**src/sv/stpm_pkg.sv**
```systemverilog
// Package for the string table prefix matcher.
// Holds default sizes, field widths, op codes and the lane control struct.
// Depends on nothing; every other file of the block imports it.
package stpm_pkg;

  // Default table geometry.
  localparam int unsigned DefaultEntries = 16;
  localparam int unsigned DefaultMaxLen  = 16;

  // Fixed field widths of the beat payloads.
  localparam int unsigned OpW     = 2;
  localparam int unsigned IndexW  = 4;
  localparam int unsigned PosW    = 4;
  localparam int unsigned CharW   = 8;
  localparam int unsigned LengthW = 5;

  // Op codes of an input beat. The fourth code is unused and ignored.
  localparam logic [OpW-1:0] OP_CHAR   = 2'd0;
  localparam logic [OpW-1:0] OP_LEN    = 2'd1;
  localparam logic [OpW-1:0] OP_SEARCH = 2'd2;

  // Commands broadcast from the top level to every lane.
  typedef struct packed {
    logic chr_we;  // write one table character
    logic len_we;  // write one entry length
    logic step;    // compare the current search character
    logic clear;   // search string ends, rearm the match flag
  } lane_ctrl_t;

endpackage

```
**src/sv/stpm_lane.sv**
```systemverilog
// One table entry of the string table prefix matcher: character store,
// length register, match flag and the per-character compare.
// Depends on stpm_pkg.
module stpm_lane import stpm_pkg::*; #(
  parameter int unsigned MAX_LEN = DefaultMaxLen,
  parameter int unsigned LANE    = 0,
  parameter int unsigned AW      = (MAX_LEN > 1) ? $clog2(MAX_LEN) : 1,
  parameter int unsigned CW      = $clog2(MAX_LEN + 1)
) (
  input  logic              clk_i,
  input  logic              rst_ni,
  input  lane_ctrl_t        ctrl_i,
  input  logic [IndexW-1:0] entry_index_i,
  input  logic [AW-1:0]     wr_addr_i,
  input  logic [CharW-1:0]  char_value_i,
  input  logic [CW-1:0]     wr_length_i,
  input  logic [AW-1:0]     rd_addr_i,
  input  logic [CW-1:0]     count_i,
  output logic              hit_o,
  output logic [CW-1:0]     length_o
);

  logic [CharW-1:0] mem [MAX_LEN];
  logic [CharW-1:0] rd_q;
  logic [CW-1:0]    len_q;
  logic             flag_q, flag_d;
  logic             sel;
  logic             mem_we;
  logic             mismatch;
  logic [CW-1:0]    count_next;

  assign sel    = (int'(entry_index_i) == int'(LANE));
  assign mem_we = ctrl_i.chr_we && sel;

  // The read port is registered; a write to the address being fetched is
  // forwarded so that the next search character sees it.
  always_ff @(posedge clk_i) begin
    if (mem_we) begin
      mem[wr_addr_i] <= char_value_i;
    end
    if (mem_we && (wr_addr_i == rd_addr_i)) begin
      rd_q <= char_value_i;
    end else begin
      rd_q <= mem[rd_addr_i];
    end
  end

  always_ff @(posedge clk_i) begin
    if (ctrl_i.len_we && sel) begin
      len_q <= wr_length_i;
    end
  end

  assign mismatch   = ctrl_i.step && (count_i < len_q) && (rd_q != char_value_i);
  assign flag_d     = flag_q && !mismatch;
  assign count_next = count_i + CW'(ctrl_i.step);

  always_ff @(posedge clk_i or negedge rst_ni) begin
    if (!rst_ni) begin
      flag_q <= 1'b1;
    end else if (ctrl_i.clear) begin
      flag_q <= 1'b1;
    end else begin
      flag_q <= flag_d;
    end
  end

  assign hit_o    = flag_d && (len_q <= count_next);
  assign length_o = len_q;

endmodule

```
**src/sv/stpm_select.sv**
```systemverilog
// Priority selection of the lowest-indexed matching entry in use.
// Depends on stpm_pkg.
module stpm_select import stpm_pkg::*; #(
  parameter int unsigned ENTRIES = DefaultEntries,
  parameter int unsigned CW      = $clog2(DefaultMaxLen + 1),
  parameter int unsigned EW      = (ENTRIES > 1) ? $clog2(ENTRIES) : 1,
  parameter int unsigned UW      = $clog2(ENTRIES + 1)
) (
  input  logic [ENTRIES-1:0]         hit_i,
  input  logic [ENTRIES-1:0][CW-1:0] length_i,
  input  logic [UW-1:0]              used_i,
  output logic                       found_o,
  output logic [EW-1:0]              index_o,
  output logic [CW-1:0]              length_o
);

  // Scan from the top so that the lowest hit is the one that remains.
  always_comb begin
    found_o  = 1'b0;
    index_o  = '0;
    length_o = '0;
    for (int i = int'(ENTRIES) - 1; i >= 0; i--) begin
      if (hit_i[i] && (i < int'(used_i))) begin
        found_o  = 1'b1;
        index_o  = EW'(i);
        length_o = length_i[i];
      end
    end
  end

endmodule

```
**src/sv/string_table_prefix_match.sv**
```systemverilog
// String table prefix matcher. The block keeps a table of up to ENTRIES
// strings of at most MAX_LEN characters, loaded one character or one
// length per input beat. A search string then streams in one character
// per beat, its final character flagged by last; for that character the
// block returns one result beat with the lowest-indexed entry in use that
// is a prefix of (or equal to) the search string, and that entry's length.
// An entry of length zero matches every search, search characters beyond
// MAX_LEN are ignored, and lengths above MAX_LEN are stored as MAX_LEN.
// Every op, search or table write, passes through the input register: a new
// beat can be accepted each clock unless the result register stalls it, and a
// search result goes from the input register into the result register. The
// rate is set by the per-entry character compare, done for all entries at once
// from a registered read of each entry's character store. Only the result
// register can stall the input.
// The register entry_count must be written while no beat is in flight.
// Depends on stpm_pkg, stpm_lane and stpm_select.
module string_table_prefix_match import stpm_pkg::*; #(
  parameter int unsigned ENTRIES = DefaultEntries,
  parameter int unsigned MAX_LEN = DefaultMaxLen
) (
  input  logic               clk_i,
  input  logic               rst_ni,
  // Configuration write port for entry_count.
  input  logic               cfg_we_i,
  input  logic [LengthW-1:0] cfg_wdata_i,
  // Input beat channel.
  input  logic               in_valid_i,
  output logic               in_ready_o,
  input  logic [OpW-1:0]     op_i,
  input  logic [IndexW-1:0]  entry_index_i,
  input  logic [PosW-1:0]    position_i,
  input  logic [CharW-1:0]   char_value_i,
  input  logic [LengthW-1:0] entry_length_i,
  input  logic               last_i,
  // Result beat channel.
  output logic               out_valid_o,
  input  logic               out_ready_i,
  output logic               found_o,
  output logic [IndexW-1:0]  match_index_o,
  output logic [LengthW-1:0] matched_length_o
);

  localparam int unsigned AW = (MAX_LEN > 1) ? $clog2(MAX_LEN) : 1;
  localparam int unsigned CW = $clog2(MAX_LEN + 1);
  localparam int unsigned EW = (ENTRIES > 1) ? $clog2(ENTRIES) : 1;
  localparam int unsigned UW = $clog2(ENTRIES + 1);

  // Configuration register.
  logic [LengthW-1:0] entry_count_q;
  logic [UW-1:0]      used;

  // Input register.
  logic               in_vld_q;
  logic [OpW-1:0]     op_q;
  logic [IndexW-1:0]  idx_q;
  logic [PosW-1:0]    pos_q;
  logic [CharW-1:0]   ch_q;
  logic [LengthW-1:0] elen_q;
  logic               last_q;

  // Search state and control.
  logic [CW-1:0]      count_q, count_d;
  logic [AW-1:0]      rd_addr;
  logic [CW-1:0]      elen_sat;
  logic               is_search;
  logic               emits;
  logic               out_free;
  logic               commit;
  lane_ctrl_t         ctrl;

  // Lane outputs and selection.
  logic [ENTRIES-1:0]         hit;
  logic [ENTRIES-1:0][CW-1:0] lane_len;
  logic                       sel_found;
  logic [EW-1:0]              sel_index;
  logic [CW-1:0]              sel_length;

  // Result register.
  logic               out_vld_q;
  logic               found_q;
  logic [IndexW-1:0]  match_index_q;
  logic [LengthW-1:0] matched_length_q;

  always_ff @(posedge clk_i or negedge rst_ni) begin
    if (!rst_ni) begin
      entry_count_q <= '0;
    end else if (cfg_we_i) begin
      entry_count_q <= cfg_wdata_i;
    end
  end

  // A count above the table size acts as the table size.
  assign used = (int'(entry_count_q) > int'(ENTRIES)) ? UW'(ENTRIES) : UW'(entry_count_q);

  // A beat in the input register commits unless it must hand a result to
  // a result register that is still full.
  assign is_search  = (op_q == OP_SEARCH);
  assign emits      = is_search && last_q;
  assign out_free   = !out_vld_q || out_ready_i;
  assign commit     = in_vld_q && (!emits || out_free);
  assign in_ready_o = !in_vld_q || commit;

  always_ff @(posedge clk_i or negedge rst_ni) begin
    if (!rst_ni) begin
      in_vld_q <= 1'b0;
    end else if (in_ready_o) begin
      in_vld_q <= in_valid_i;
    end
  end

  always_ff @(posedge clk_i) begin
    if (in_valid_i && in_ready_o) begin
      op_q   <= op_i;
      idx_q  <= entry_index_i;
      pos_q  <= position_i;
      ch_q   <= char_value_i;
      elen_q <= entry_length_i;
      last_q <= last_i;
    end
  end

  // Out-of-range writes simply do not reach any lane.
  always_comb begin
    ctrl.chr_we = commit && (op_q == OP_CHAR) && (int'(idx_q) < int'(ENTRIES))
                  && (int'(pos_q) < int'(MAX_LEN));
    ctrl.len_we = commit && (op_q == OP_LEN) && (int'(idx_q) < int'(ENTRIES));
    ctrl.step   = commit && is_search && (int'(count_q) < int'(MAX_LEN));
    ctrl.clear  = commit && emits;
  end

  assign elen_sat = (int'(elen_q) > int'(MAX_LEN)) ? CW'(MAX_LEN) : CW'(elen_q);

  // The search counter saturates at MAX_LEN and rearms after the final
  // character.
  always_comb begin
    count_d = count_q;
    if (ctrl.clear) begin
      count_d = '0;
    end else if (ctrl.step) begin
      count_d = count_q + CW'(1);
    end
  end

  always_ff @(posedge clk_i or negedge rst_ni) begin
    if (!rst_ni) begin
      count_q <= '0;
    end else begin
      count_q <= count_d;
    end
  end

  // The stores are fetched at the position the next search character will
  // use. At saturation no compare happens, so the address is a don't care.
  assign rd_addr = (int'(count_d) < int'(MAX_LEN)) ? count_d[AW-1:0] : '0;

  for (genvar g = 0; g < ENTRIES; g++) begin : g_lane
    stpm_lane #(
      .MAX_LEN (MAX_LEN),
      .LANE    (g),
      .AW      (AW),
      .CW      (CW)
    ) u_lane (
      .clk_i         (clk_i),
      .rst_ni        (rst_ni),
      .ctrl_i        (ctrl),
      .entry_index_i (idx_q),
      .wr_addr_i     (AW'(pos_q)),
      .char_value_i  (ch_q),
      .wr_length_i   (elen_sat),
      .rd_addr_i     (rd_addr),
      .count_i       (count_q),
      .hit_o         (hit[g]),
      .length_o      (lane_len[g])
    );
  end

  stpm_select #(
    .ENTRIES (ENTRIES),
    .CW      (CW),
    .EW      (EW),
    .UW      (UW)
  ) u_select (
    .hit_i    (hit),
    .length_i (lane_len),
    .used_i   (used),
    .found_o  (sel_found),
    .index_o  (sel_index),
    .length_o (sel_length)
  );

  always_ff @(posedge clk_i or negedge rst_ni) begin
    if (!rst_ni) begin
      out_vld_q <= 1'b0;
    end else if (ctrl.clear) begin
      out_vld_q <= 1'b1;
    end else if (out_ready_i) begin
      out_vld_q <= 1'b0;
    end
  end

  always_ff @(posedge clk_i) begin
    if (ctrl.clear) begin
      found_q          <= sel_found;
      match_index_q    <= IndexW'(sel_index);
      matched_length_q <= LengthW'(sel_length);
    end
  end

  assign out_valid_o      = out_vld_q;
  assign found_o          = found_q;
  assign match_index_o    = match_index_q;
  assign matched_length_o = matched_length_q;

endmodule

```
**config.mk**
```make
export PLATFORM = sky130hd
export DESIGN_NAME = string_table_prefix_match
export DESIGN_NICKNAME = d
export VERILOG_FILES = /design/src/sv/stpm_pkg.sv /design/src/sv/stpm_lane.sv /design/src/sv/stpm_select.sv /design/src/sv/string_table_prefix_match.sv
export SDC_FILE = /design/constraint.sdc
export NUM_CORES = 2
export LEC_CHECK = 0
export BUFFER_PORTS_ARGS = -buffer_cell sky130_fd_sc_hd__buf_2
export CAP_MARGIN = 20
export CORE_UTILIZATION = 45
export DETAILED_ROUTE_END_ITERATION = 10
export GPL_TIMING_DRIVEN = 0
export PLACE_DENSITY_LB_ADDON = 0.2
export SYNTH_ARGS = -nofsm -noshare
export SYNTH_HDL_FRONTEND = slang
export SYNTH_HIERARCHICAL = 1
export SYNTH_SLANG_ARGS = --single-unit
```
**constraint.sdc**
```tcl
create_clock -name clk_i -period 13.3 [get_ports clk_i]
set_clock_uncertainty 0.2 [all_clocks]
set_input_delay 0 -clock clk_i [delete_from_list [all_inputs] [get_ports clk_i]]
set_output_delay 0 -clock clk_i [all_outputs]
set_load 0.05 [all_outputs]
```
==> out/qor.yml <==
wire_per_inst_um: 24.8
hp-class: "in2reg"
grt_max_degree: 69
start_kind: "flip-flop"
synth-edff-count: 2162
antenna_left: 0
finalCriticalPeriod_ns: 6.01
synth_top_area_cell: "edfxtp_1"
r2r-end: "matched_length_o[3]"
syn-num-nets: 5464
setup_tns_ns: 0
status: "complete, no violations"
p_leak_nw: 37.3
synth.distinct_cells: 94
drcViolationCount: 0
grt_usage_pct: 20.3
die_area_mm2: 0.215
place.gp.congestion: 0.870
avgSynthCellArea_um2: 18.3
finalSetupViolations: 0
port-buffer-count: 45
drt_first_pass_iters: 5
crit_type: "reg2reg"
dpl.cell_count: 8331
ys_seq_elements: 2254
numCtsBuffers: 227
num_rows: 169
ios: 46
antenna_found_initial: 8
worstSetupEndpointType: "flip-flop"
clock_sinks: 2254
syn_to_final_growth_pct: 17.2
synthFlopType: "edfxtp_1"
grt_pass1_wl_um: 328000
maxClockFrequency_mhz: 166
pre_cts_ws_ns: 7.39
maxCapViolCount: 0
layout_setup_ws_ns: 7.29
overflow: 0
max-clock-path-buffers: 3
rsz0062_at_grt: "no"
worstSkewPairLatency_ns: 0.87
fillers: 16659
initial_core_util_pct: 45.3
r2r_start: "count_q[4]"
multi_input_comb_area_mm2: 0.0274
htreeDepth: 4
syn_area_mm2: 0.0960
fin_crit_sh_pct: 45.2
r2r_setup_slack_ns: 7.29
cp_data_required_time_ns: 13.77
core_mm2: 0.212
clkTransAtPathRegs_ns: 0.06
crit_arrival_ns: 6.47
cts_tree: "yes"
grt_pass1_vias: 51286
die_y_um: 464
final_hold_viol_count: 0
tightest_slew_ns: 1.09
via_count: 50517
async_flop_share_pct: 1.24
crit_end: "matched_length_o[3]"
chipWidth_um: 464
relSlewSlack_pct: 26.7
wl_um: 219000
ys_seq_area_share_pct: 69.7
drt-initial-drc-count: 4622
nets: 6025
yosysTopAreaCellShare_pct: 67.6
layout-drive-gt1-share_pct: 18.5
synthCells: 5253
avgViaCountPerCell: 5.72
rr_worst_depth: 21
register_area_mm2: 0.0669
yosysWarnings: 6
slew_viol_final: 0
irDropWorstVdd_mv: 0.126
post-dp-hpwl_um: 144000
crit_path_start: "count_q[4]"
finalNonFillerCells: 8837
synth_area_leaders: "edfxtp_1, mux4_1, mux4_2"
power.density_mw_per_mm2: 159
clockRootBuffer: "clkbuf_16"
worstPathMaxFanout: 19
## Yosys cell counts, types with 49 or more instances
cell,n
nor2_1,259
nand2_1,155
xor2_1,115
mux2i_1,295
mux4_2,210
a21oi_1,77
a22oi_1,79
inv_1,134
dfxtp_1,64
nor3_1,86
nor2b_1,55
nand4_1,49
nand3_1,49
buf_2,97
o21ai_0,66
mux4_1,212
edfxtp_1,2162
nand2b_1,116
and3_1,49
ha_1,177
xnor2_1,224
## area by class of cell
class                   instances  share of cell area, %
flip-flops and latches       2254                   59.5
multi-input cells            2688                   24.4
clock buffers                 327                   5.74
repair buffers                332                   4.58
well taps                    2821                   3.14
plain buffers                 177                   1.17
clock inverters               100                   1.05
inverters                     134                  0.447
diodes                          4                0.00890
## routing by layer
layer	track usage, %	vias up	routed length [um]	part of all wire, %
li1	-	22456	-	-
met1	29.4	26196	99100	45
met2	32.0	1501	103000	47
met3	2.95	362	11900	5.4
met4	5.89	2	5450	2.5
met5	0	-	10	0.0046
## through the flow
stage | power, mW | instance area [um2] | hold WS [ns] | utilization (%)
after floorplan | 10.6 | 96000 | -0.496 | -
after global placement | 11.5 | 99800 | -0.0236 | 47.0
after detailed placement | 11.6 | 104000 | -0.0219 | 49.1
after CTS | 18.1 | 112000 | 0.0211 | 53.0
after global routing | 18.6 | 112000 | 0.113 | 53.0
final | 17.9 | 112000 | 0.129 | 53.0
## cells in the final DEF, fill, tap and decap left out, drive strengths merged, types with 102 or more instances in the layout
cell    Yosys  final
inv       134    142
buf       170    427
clkbuf      7    337
nand2b    116    116
mux2i     295    295
ha        177    177
nor3      102    102
nand2     155    155
edfxtp   2162   2162
xor2      115    115
xnor2     224    224
nor2      261    261
mux4      422    422
## worst max-delay path, cell delays in order (launching register included)
cell,delay (ns)
dfrtp_2,0.63
clkbuf_1,0.33
nor3_2,0.84
buf_6,0.27
buf_6,0.18
ha_1,0.18
ha_1,0.23
inv_1,0.05
ha_1,0.22
nor2b_1,0.13
o21a_1,0.16
o21ai_0,0.14
nand2b_1,0.07
a21oi_1,0.14
a31oi_1,0.07
nor3_2,0.28
clkbuf_1,0.36
and3_1,0.32
a22oi_1,0.12
o2111ai_1,0.31
o2111ai_1,0.26
a22oi_1,0.30
## how the worst min path moves through the flow
stage	start	end	slack, ns	depth (start not counted)
after detailed placement	char_value_i[3]	ch_q[3]	-0.02	1
after global routing	out_ready_i	count_q[0]	0.11	5
after CTS	out_ready_i	count_q[1]	0.02	5
final	out_ready_i	count_q[1]	0.13	5
after floorplan	rst_ni	count_q[0]	-0.50	0
after global placement	char_value_i[0]	ch_q[0]	-0.02	1
## repair_timing
action                                 CTS  global route
setup endpoints to repair                0             0
resized for setup                        0             0
setup buffers                            0             0
endpoints found under the hold margin  171             0
hold buffers                            71             0
## registers in the layout (all words and copies together) (netlist names), 2 cells and up, named ones only
signal / flops
entry_count_q: 5
matched_length_o: 5
count_q: 5
idx_q: 4
match_index_o: 4
elen_q: 5
g_lane.u_lane/length_o: 80
op_q: 2
pos_q: 4
g_lane.u_lane/flag_q: 16
ch_q: 8
g_lane.u_lane/mem: 2048
## cells by family (layout without fill, tap and decap cells)
logic type / Yosys count / count (layout) / share of synthesized area, %
AND/OR/NAND/NOR: 948 / 948 / 5.14
AO/OA/AOI/OAI: 502 / 502 / 4.00
adder cells (fa/ha/maj): 177 / 177 / 2.31
flip-flops: 2254 / 2254 / 69.7
buffers and inverters: 311 / 1070 / 1.89
multiplexers: 722 / 722 / 13.9
XOR/XNOR: 339 / 339 / 3.09
other: 0 / 4 / 0
## power breakdown
part	leakage (nW)	total [mW]	switching (mW)	internal (mW)
registers	20.3	7.94	0.0769	7.86
logic	13.3	3.51	1.88	1.63
clock network	3.71	6.49	2.66	3.83
total	37.3	17.9	4.62	13.3
(Power assumes the default switching activity.)
